### config.mk
export PLATFORM = sky130hd
export DESIGN_NAME = markdown_whitespace_bullet_filter
export DESIGN_NICKNAME = d
export VERILOG_FILES = /design/src/mwbf_pkg.sv /design/src/mwbf_front.sv /design/src/mwbf_queue.sv /design/src/mwbf_back.sv /design/src/markdown_whitespace_bullet_filter.sv
export SDC_FILE = /design/constraint.sdc
export NUM_CORES = 1
export LEC_CHECK = 0
export BUFFER_PORTS_ARGS = -buffer_cell sky130_fd_sc_hd__buf_4
export CAP_MARGIN = 20
export CELL_PAD_IN_SITES_DETAIL_PLACEMENT = 0
export CELL_PAD_IN_SITES_GLOBAL_PLACEMENT = 1
export CORE_UTILIZATION = 33
export CTS_BUF_LIST = sky130_fd_sc_hd__clkbuf_8 sky130_fd_sc_hd__clkbuf_16
export CTS_CLUSTER_SIZE = 12
export DETAILED_ROUTE_END_ITERATION = 12
export PLACE_DENSITY_LB_ADDON = 0.1
export RECOVER_POWER = 25
export SETUP_SLACK_MARGIN = 0.1
export SLEW_MARGIN = 10
export SYNTH_ARGS = -nofsm -noshare
export SYNTH_HDL_FRONTEND = slang
export SYNTH_HIERARCHICAL = 1
export SYNTH_SLANG_ARGS = --single-unit
### constraint.sdc
create_clock -name i_clk -period 5.5 [get_ports i_clk]
set_input_delay 1.1 -clock i_clk [delete_from_list [all_inputs] [get_ports i_clk]]
set_output_delay 1.1 -clock i_clk [all_outputs]
set_load 0.01 [all_outputs]
### src/mwbf_pkg.sv
// Shared types, byte codes and slot table for the whitespace and bullet filter.
package mwbf_pkg;

    localparam int unsigned QDEPTH = 4;
    localparam int unsigned QCNT_W = $clog2(QDEPTH + 1);
    localparam int unsigned QIDX_W = $clog2(QDEPTH);

    typedef logic [7:0] t_byte;

    localparam t_byte BYTE_BLANK  = 8'h20;
    localparam t_byte BYTE_TAB    = 8'h09;
    localparam t_byte BYTE_NL     = 8'h0A;
    localparam t_byte BYTE_STAR   = 8'h2A;
    localparam t_byte BYTE_PLUS   = 8'h2B;
    localparam t_byte BYTE_MINUS  = 8'h2D;
    localparam t_byte BULLET_0    = 8'hE2;
    localparam t_byte BULLET_1    = 8'h80;
    localparam t_byte BULLET_2    = 8'hA2;

    // Output slots of one request, emitted lowest index first.
    localparam int unsigned NSLOT       = 8;
    localparam int unsigned SLOT_PARA_0 = 0;
    localparam int unsigned SLOT_PARA_1 = 1;
    localparam int unsigned SLOT_LEAD   = 2;
    localparam int unsigned SLOT_BUL_0  = 3;
    localparam int unsigned SLOT_BUL_1  = 4;
    localparam int unsigned SLOT_BUL_2  = 5;
    localparam int unsigned SLOT_SPACE  = 6;
    localparam int unsigned SLOT_CHAR   = 7;

    typedef logic [NSLOT-1:0] t_slots;

    localparam t_byte SLOT_BYTE [NSLOT] = '{
        BYTE_NL, BYTE_NL, BYTE_NL, BULLET_0, BULLET_1, BULLET_2, BYTE_BLANK, 8'h00
    };

    typedef struct packed {
        t_slots slots;
        t_byte  ch;
    } t_cmd;

    // Byte for a one-hot slot pick; the char slot carries the request's own byte.
    function automatic t_byte slot_byte(input t_slots pick, input t_byte ch);
        t_byte b;
        b = '0;
        for (int i = 0; i < NSLOT; i++) begin
            if (pick[i]) begin
                b = b | ((i == SLOT_CHAR) ? ch : SLOT_BYTE[i]);
            end
        end
        return b;
    endfunction

endpackage

### src/mwbf_front.sv
// Front end: classifies each input byte, tracks spacing state, builds output requests.
module mwbf_front (
    input  logic                 i_clk,
    input  logic                 i_rst_n,
    input  logic                 i_accept,
    input  mwbf_pkg::t_byte      i_byte,
    output logic                 o_push,
    output mwbf_pkg::t_cmd       o_cmd
);
    import mwbf_pkg::*;

    logic [1:0] r_blank, n_blank;
    logic [1:0] r_nl, n_nl;
    logic       r_line_clear, n_line_clear;
    logic       r_none_yet, n_none_yet;

    logic       is_blank, is_nl, is_marker;
    logic       brk, para, le_eff, bullet_case;
    logic [1:0] nl_eff, nl_after;
    t_cmd       cmd;

    assign is_blank  = (i_byte == BYTE_BLANK) || (i_byte == BYTE_TAB);
    assign is_nl     = (i_byte == BYTE_NL);
    assign is_marker = (i_byte == BYTE_STAR) || (i_byte == BYTE_PLUS) ||
                       (i_byte == BYTE_MINUS);

    // Hard break: newline after text on a line that ended in two or more blanks.
    assign brk = !r_line_clear && r_blank[1];

    // Forget leading newlines before any output.
    assign nl_eff      = r_none_yet ? 2'd0 : r_nl;
    assign para        = nl_eff[1];
    assign le_eff      = para || r_line_clear;
    assign nl_after    = para ? 2'd0 : nl_eff;
    assign bullet_case = (le_eff || (nl_after != 2'd0)) && is_marker;

    always_comb begin
        cmd          = '0;
        cmd.ch       = i_byte;
        n_blank      = r_blank;
        n_nl         = r_nl;
        n_line_clear = r_line_clear;
        n_none_yet   = r_none_yet;
        if (is_blank) begin
            n_blank = r_blank[1] ? 2'd2 : r_blank + 2'd1;
        end else if (is_nl) begin
            cmd.slots[SLOT_CHAR] = brk;
            n_line_clear = r_line_clear || brk;
            n_none_yet   = r_none_yet && !brk;
            n_nl         = r_nl[1] ? 2'd2 : r_nl + 2'd1;
            n_blank      = 2'd0;
        end else begin
            cmd.slots[SLOT_PARA_0] = para;
            cmd.slots[SLOT_PARA_1] = para;
            cmd.slots[SLOT_LEAD]   = bullet_case;
            cmd.slots[SLOT_BUL_0]  = bullet_case;
            cmd.slots[SLOT_BUL_1]  = bullet_case;
            cmd.slots[SLOT_BUL_2]  = bullet_case;
            cmd.slots[SLOT_SPACE]  = !bullet_case && !le_eff &&
                                     ((r_blank != 2'd0) || (nl_after != 2'd0));
            cmd.slots[SLOT_CHAR]   = !bullet_case;
            n_line_clear = 1'b0;
            n_none_yet   = 1'b0;
            n_blank      = 2'd0;
            n_nl         = 2'd0;
        end
    end

    assign o_push = i_accept && (cmd.slots != '0);
    assign o_cmd  = cmd;

    always_ff @(posedge i_clk) begin
        if (!i_rst_n) begin
            r_blank      <= 2'd0;
            r_nl         <= 2'd0;
            r_line_clear <= 1'b1;
            r_none_yet   <= 1'b1;
        end else if (i_accept) begin
            r_blank      <= n_blank;
            r_nl         <= n_nl;
            r_line_clear <= n_line_clear;
            r_none_yet   <= n_none_yet;
        end
    end

endmodule

### src/mwbf_queue.sv
// Short shift queue of output requests between front and back ends.
module mwbf_queue (
    input  logic            i_clk,
    input  logic            i_rst_n,
    input  logic            i_push,
    input  mwbf_pkg::t_cmd  i_cmd,
    output logic            o_not_full,
    output logic            o_valid,
    output mwbf_pkg::t_cmd  o_cmd,
    input  logic            i_pop
);
    import mwbf_pkg::*;

    t_cmd              r_q [QDEPTH];
    logic [QCNT_W-1:0] r_count;
    logic [QCNT_W-1:0] wr_pos;
    logic [QIDX_W-1:0] wr_idx;
    logic              pop;

    assign o_not_full = (r_count != QCNT_W'(QDEPTH));
    assign o_valid    = (r_count != '0);
    assign o_cmd      = r_q[0];
    assign pop        = i_pop && o_valid;
    assign wr_pos     = r_count - QCNT_W'(pop);
    assign wr_idx     = wr_pos[QIDX_W-1:0];

    always_ff @(posedge i_clk) begin
        if (!i_rst_n) begin
            r_count <= '0;
        end else begin
            r_count <= r_count + QCNT_W'(i_push) - QCNT_W'(pop);
        end
    end

    // Advance toward the head on pop; write behind the last kept entry.
    always_ff @(posedge i_clk) begin
        for (int i = 0; i < QDEPTH; i++) begin
            if (i_push && (wr_idx == QIDX_W'(i))) begin
                r_q[i] <= i_cmd;
            end else if (pop && (i < QDEPTH - 1)) begin
                r_q[i] <= r_q[(i < QDEPTH - 1) ? i + 1 : i];
            end
        end
    end

endmodule

### src/mwbf_back.sv
// Back end: expands requests into registered output bytes, one per cycle unless stalled.
module mwbf_back (
    input  logic            i_clk,
    input  logic            i_rst_n,
    input  logic            i_head_valid,
    input  mwbf_pkg::t_cmd  i_head,
    output logic            o_pop,
    output logic            o_valid,
    input  logic            i_ready,
    output mwbf_pkg::t_byte o_byte,
    output logic            o_last
);
    import mwbf_pkg::*;

    t_slots r_mask;
    t_byte  r_ch;
    logic   r_out_valid;
    t_byte  r_out_byte;
    logic   r_out_last;

    logic   use_head, load;
    t_slots cur, pick, rest;
    t_byte  cur_ch;

    assign use_head = (r_mask == '0);
    assign cur      = use_head ? (i_head_valid ? i_head.slots : '0) : r_mask;
    assign cur_ch   = use_head ? i_head.ch : r_ch;
    assign pick     = cur & (~cur + t_slots'(1));
    assign rest     = cur & ~pick;
    assign load     = !r_out_valid || i_ready;
    assign o_pop    = load && use_head && i_head_valid;

    always_ff @(posedge i_clk) begin
        if (!i_rst_n) begin
            r_out_valid <= 1'b0;
            r_mask      <= '0;
        end else if (load) begin
            r_out_valid <= (cur != '0);
            r_mask      <= rest;
        end
    end

    // Hold the request byte while its slots drain.
    always_ff @(posedge i_clk) begin
        if (load) begin
            r_out_byte <= slot_byte(pick, cur_ch);
            r_out_last <= (rest == '0);
            if (use_head) begin
                r_ch <= cur_ch;
            end
        end
    end

    assign o_valid = r_out_valid;
    assign o_byte  = r_out_byte;
    assign o_last  = r_out_last;

endmodule

### src/markdown_whitespace_bullet_filter.sv
// Top level of the markdown whitespace and bullet filter.
// Takes one text byte per request on the input channel and produces zero to six
// formatted bytes on the output channel, o_last_of_run marking the final byte of
// each input byte's run. An input byte is accepted in any cycle the four-entry
// request queue has room, so bytes that give one or no output flow at one per
// cycle while the output keeps up; the back end drains one output byte per cycle
// while i_ready is high, so long runs of expanding bytes fill the queue and hold
// o_ready low until it drains. An accepted byte's request is registered in the
// queue and then in the back end's output register before its first byte shows.
module markdown_whitespace_bullet_filter (
    input  logic       i_clk,
    input  logic       i_rst_n,
    input  logic       i_valid,
    output logic       o_ready,
    input  logic [7:0] i_in_byte,
    output logic       o_valid,
    input  logic       i_ready,
    output logic [7:0] o_out_byte,
    output logic       o_last_of_run
);
    import mwbf_pkg::*;

    logic accept;
    logic push, not_full, head_valid, pop;
    t_cmd push_cmd, head_cmd;

    assign o_ready = not_full;
    assign accept  = i_valid && not_full;

    mwbf_front u_front (
        .i_clk    (i_clk),
        .i_rst_n  (i_rst_n),
        .i_accept (accept),
        .i_byte   (i_in_byte),
        .o_push   (push),
        .o_cmd    (push_cmd)
    );

    mwbf_queue u_queue (
        .i_clk      (i_clk),
        .i_rst_n    (i_rst_n),
        .i_push     (push),
        .i_cmd      (push_cmd),
        .o_not_full (not_full),
        .o_valid    (head_valid),
        .o_cmd      (head_cmd),
        .i_pop      (pop)
    );

    mwbf_back u_back (
        .i_clk        (i_clk),
        .i_rst_n      (i_rst_n),
        .i_head_valid (head_valid),
        .i_head       (head_cmd),
        .o_pop        (pop),
        .o_valid      (o_valid),
        .i_ready      (i_ready),
        .o_byte       (o_out_byte),
        .o_last       (o_last_of_run)
    );

endmodule

==> results.py <==
metrics = {
    "drt": {
        "vias_per_cell": 4.90,
        "initialDrtViolationCount": 199,
        "dr.pass1.iters": 4,
        "drc_errors": 0,
        "vias": 2580,
        "routed_wl_um": 8550,
        "routedWlPerCell_um": 16.2,
        "ant_nets": 0,
    },
    "clock_network": {
        "postCtsHoldBufs": 0,
        "cts.sinks": 98,
        "post_cts_buffers": 0,
        "clock_path_buffers": 2,
        "post_cts_resized": 0,
        "htreeDepth": 3,
        "clock-root-buffer": "clkbuf_16",
        "numCtsBuffers": 9,
        "clk_pin_slew_ns": 0.07,
        "tritoncts": "yes",
        "clk_latency_ns": 0.35,
    },
    "final_layout": {
        "final_common_cell": "edfxtp_1",
        "num-fill-cells": 1351,
        "antennaDiodeCount": 0,
        "drive_gt1_share_pct": 24.5,
        "syn_to_final_growth_pct": 9.14,
        "final_cell_mix": "edfxtp_1 (81), mux2_2 (39), clkbuf_1 (20)",
        "fin_area_um2": 5080,
        "nNetsFinal": 358,
    },
    "sta": {
        "setup_viol": 0,
        "worst_slew_pin_slew_ns": 0.904,
        "fin_setup_tns_ns": 0,
        "drv_slew": 0,
        "hold_violations": 0,
        "fmax_ghz": 0.246,
        "relSlewSlack_pct": 39.6,
        "skew_ns": 0.00835,
        "finalCriticalPeriod_ns": 4.07,
        "rsz0062_at_grt": "no",
        "min_period_over_period_pct": 74.0,
    },
    "critical_path": {
        "critPathCaptureType": "flop",
        "crit_path_cell_trace": "or3_1 > nor4b_1 > clkbuf_1 > nand2_2 > nor2_1 > o31ai_4 > inv_4 > ha_1 > inv_1 > ha_1 > nor3b_2 > nor2_4 > mux2_2",
        "r2r-end": "u_queue/r_q[1][15]",
        "required_ns": 5.59,
        "r2r-start": "u_queue/r_count[1]",
        "critPathLaunchType": "flop",
        "critical_path_buf_inv_count": 3,
        "crit_slowest_cell": "dfxtp_1",
        "crit_type": "flop to flop",
        "cp_top_family": "simple AND/OR/NAND/NOR gates",
        "path_depth": 13,
        "crit_top_cell": "ha_1",
        "reg2reg_depth": 13,
        "arrival_ns": 4.16,
        "ff2ff_setup_slack_ns": 1.43,
        "crit_end": "u_queue/r_q[1][15]",
        "critPathMaxStageDelay_ns": 0.48,
        "crit_path_max_fanout": 16,
        "cp-startpoint": "u_queue/r_count[1]",
    },
    "yosys": {
        "ys.flop_type": "edfxtp_1",
        "netlist_area_um2": 4650,
        "netlist_instances": 326,
        "yosysSeqAreaShare_pct": 59.6,
        "synth.avg_cell_area_um2": 14.3,
        "ys_ff_latch": 98,
        "yosys_warnings": 6,
        "syn-num-nets": 342,
        "synthArstFlopShare_pct": 0,
        "synth_cell_types": 65,
        "synth_edf_count": 81,
    },
    "floorplan": {
        "die-area_um2": 14600,
        "die_w_um": 121,
        "core-area_um2": 13800,
        "die_h_um": 121,
        "floorplan.initialDensity_pct": 33.6,
        "rows": 43,
        "io_pins": 23,
    },
    "placed_design": {
        "gp_congestion": 0.806,
        "placed_area_um2": 4890,
        "io_buffer_count": 22,
        "dp_hpwl_um": 5960,
    },
    "global_route": {
        "grtUsageTotal_pct": 13.1,
        "grt_antenna_before_repair": 0,
        "grt_pass1_vias": 2562,
        "grt_max_degree": 19,
        "grt_pass1_wl_um": 14200,
        "grt-ovfl-total": 0,
    },
    "power_and_ir_drop": {
        "power_density_nw_per_um2": 680,
        "p_leak_nw": 1.75,
        "vdd_drop_max_mv": 0.209,
        "power.total_mw": 3.45,
    },
    "status": {
        "status": "finished, final reports clean",
    },
    "run": {
        "drv_cap": 0,
    },
    "worst_hold_path": {
        "hold_path.class": "flop to flop",
    },
}
## layer usage
layer,GRT usage (%),vias up,wire length (um)
li1,-,1258,-
met1,17.3,1242,4190
met2,19.0,53,3740
met3,2.78,27,266
met4,8.87,0,353
met5,0,-,0
## power by group
group / internal, mW / switching (mW) / total [mW]
sequential: 1.31 / 0.137 / 1.44
clock: 0.352 / 0.272 / 0.624
combinational: 0.556 / 0.830 / 1.39
total: 2.21 / 1.24 / 3.45
## how the worst min path moves through the flow
stage / start / end / slack, ns / cells after the start
6_report: u_queue/r_q[3][14] / u_queue/r_q[2][14] / 0.54 / 1
5_1_grt: u_queue/r_q[3][14] / u_queue/r_q[2][14] / 0.56 / 1
4_1_cts: u_queue/r_q[3][14] / u_queue/r_q[2][14] / 0.54 / 1
3_5_place_dp: u_queue/r_q[3][14] / u_queue/r_q[2][14] / 0.52 / 1
3_3_place_gp: u_queue/r_q[3][14] / u_queue/r_q[2][14] / 0.51 / 1
2_1_floorplan: u_front/r_none_yet / u_front/r_none_yet / 0.49 / 2
## metrics by stage
stage               util [%]  setup slack [ns]  cells  hold WS, ns
CTS                     37.5              1.84    527        0.539
detailed placement      35.4              1.76    511        0.524
global placement        35.4              1.84    511        0.512
finish                  36.7              1.43    527        0.535
global route            36.7              1.12    527        0.556
floorplan                  -              2.13    326        0.487
## logic make-up after synthesis
group / synth area share, %
adder cells (fa/ha/maj): 1.24
flip-flops: 59.6
buffers and inverters: 4.73
AND/OR/NAND/NOR: 10.5
multiplexers: 14.8
AO/OA/AOI/OAI: 8.74
XOR/XNOR: 0.377
## sequential cells by signal, summed over array words and instances, names as in the netlist, 2 cells and up
| name | cells |
|---|---|
| u_queue/r_q | 64 |
| u_back/r_mask | 7 |
| u_back/r_ch | 8 |
| u_queue/r_count | 3 |
| u_back/o_byte | 8 |
| u_front/r_nl | 2 |
| u_front/r_blank | 2 |
## cells in the mapped netlist (all sizes together), types with 2 or more instances
cell type | n | share of area, %
nand3 | 5 | 0.65
o31ai | 3 | 0.78
nor4 | 2 | 0.59
o21ai | 13 | 1.5
o2bb2ai | 2 | 0.38
or3 | 2 | 0.27
mux2 | 56 | 14
or2 | 3 | 0.40
xnor2 | 2 | 0.38
inv | 13 | 1.1
nor3b | 2 | 0.43
buf | 18 | 3.6
and2 | 7 | 0.94
dfxtp | 17 | 7.3
nor2 | 20 | 2.0
and3 | 3 | 0.43
a31oi | 7 | 1.1
a21o | 2 | 0.32
nand2 | 11 | 1.4
a41oi | 2 | 0.38
a21oi | 11 | 1.2
a211oi | 5 | 0.91
nor3 | 9 | 0.97
o211a | 2 | 0.43
ha | 3 | 0.81
mux2i | 2 | 0.43
nor2b | 4 | 0.54
nor4b | 3 | 1.3
edfxtp | 81 | 52
## layout make-up
type,instances,area (um^2),share of cell area [%]
multi-input cells,196,1630,32.1
clock inverters,7,70.1,1.38
inverters,13,51.3,1.01
flip-flops and latches,98,2770,54.6
clock buffers,9,225,4.44
repair buffers,24,105,2.07
well taps,180,225,4.44
## worst reg2reg max path, cell delays in order (launching register included)
cell and delay (ns):
dfxtp_1 0.48, or3_1 0.16, nor4b_1 0.22, clkbuf_1 0.44, nand2_2 0.19, nor2_1 0.45
o31ai_4 0.21, inv_4 0.13, ha_1 0.20, inv_1 0.06, ha_1 0.33, nor3b_2 0.09
nor2_4 0.47, mux2_2 0.40
Power figures use the tool's default switching activity.
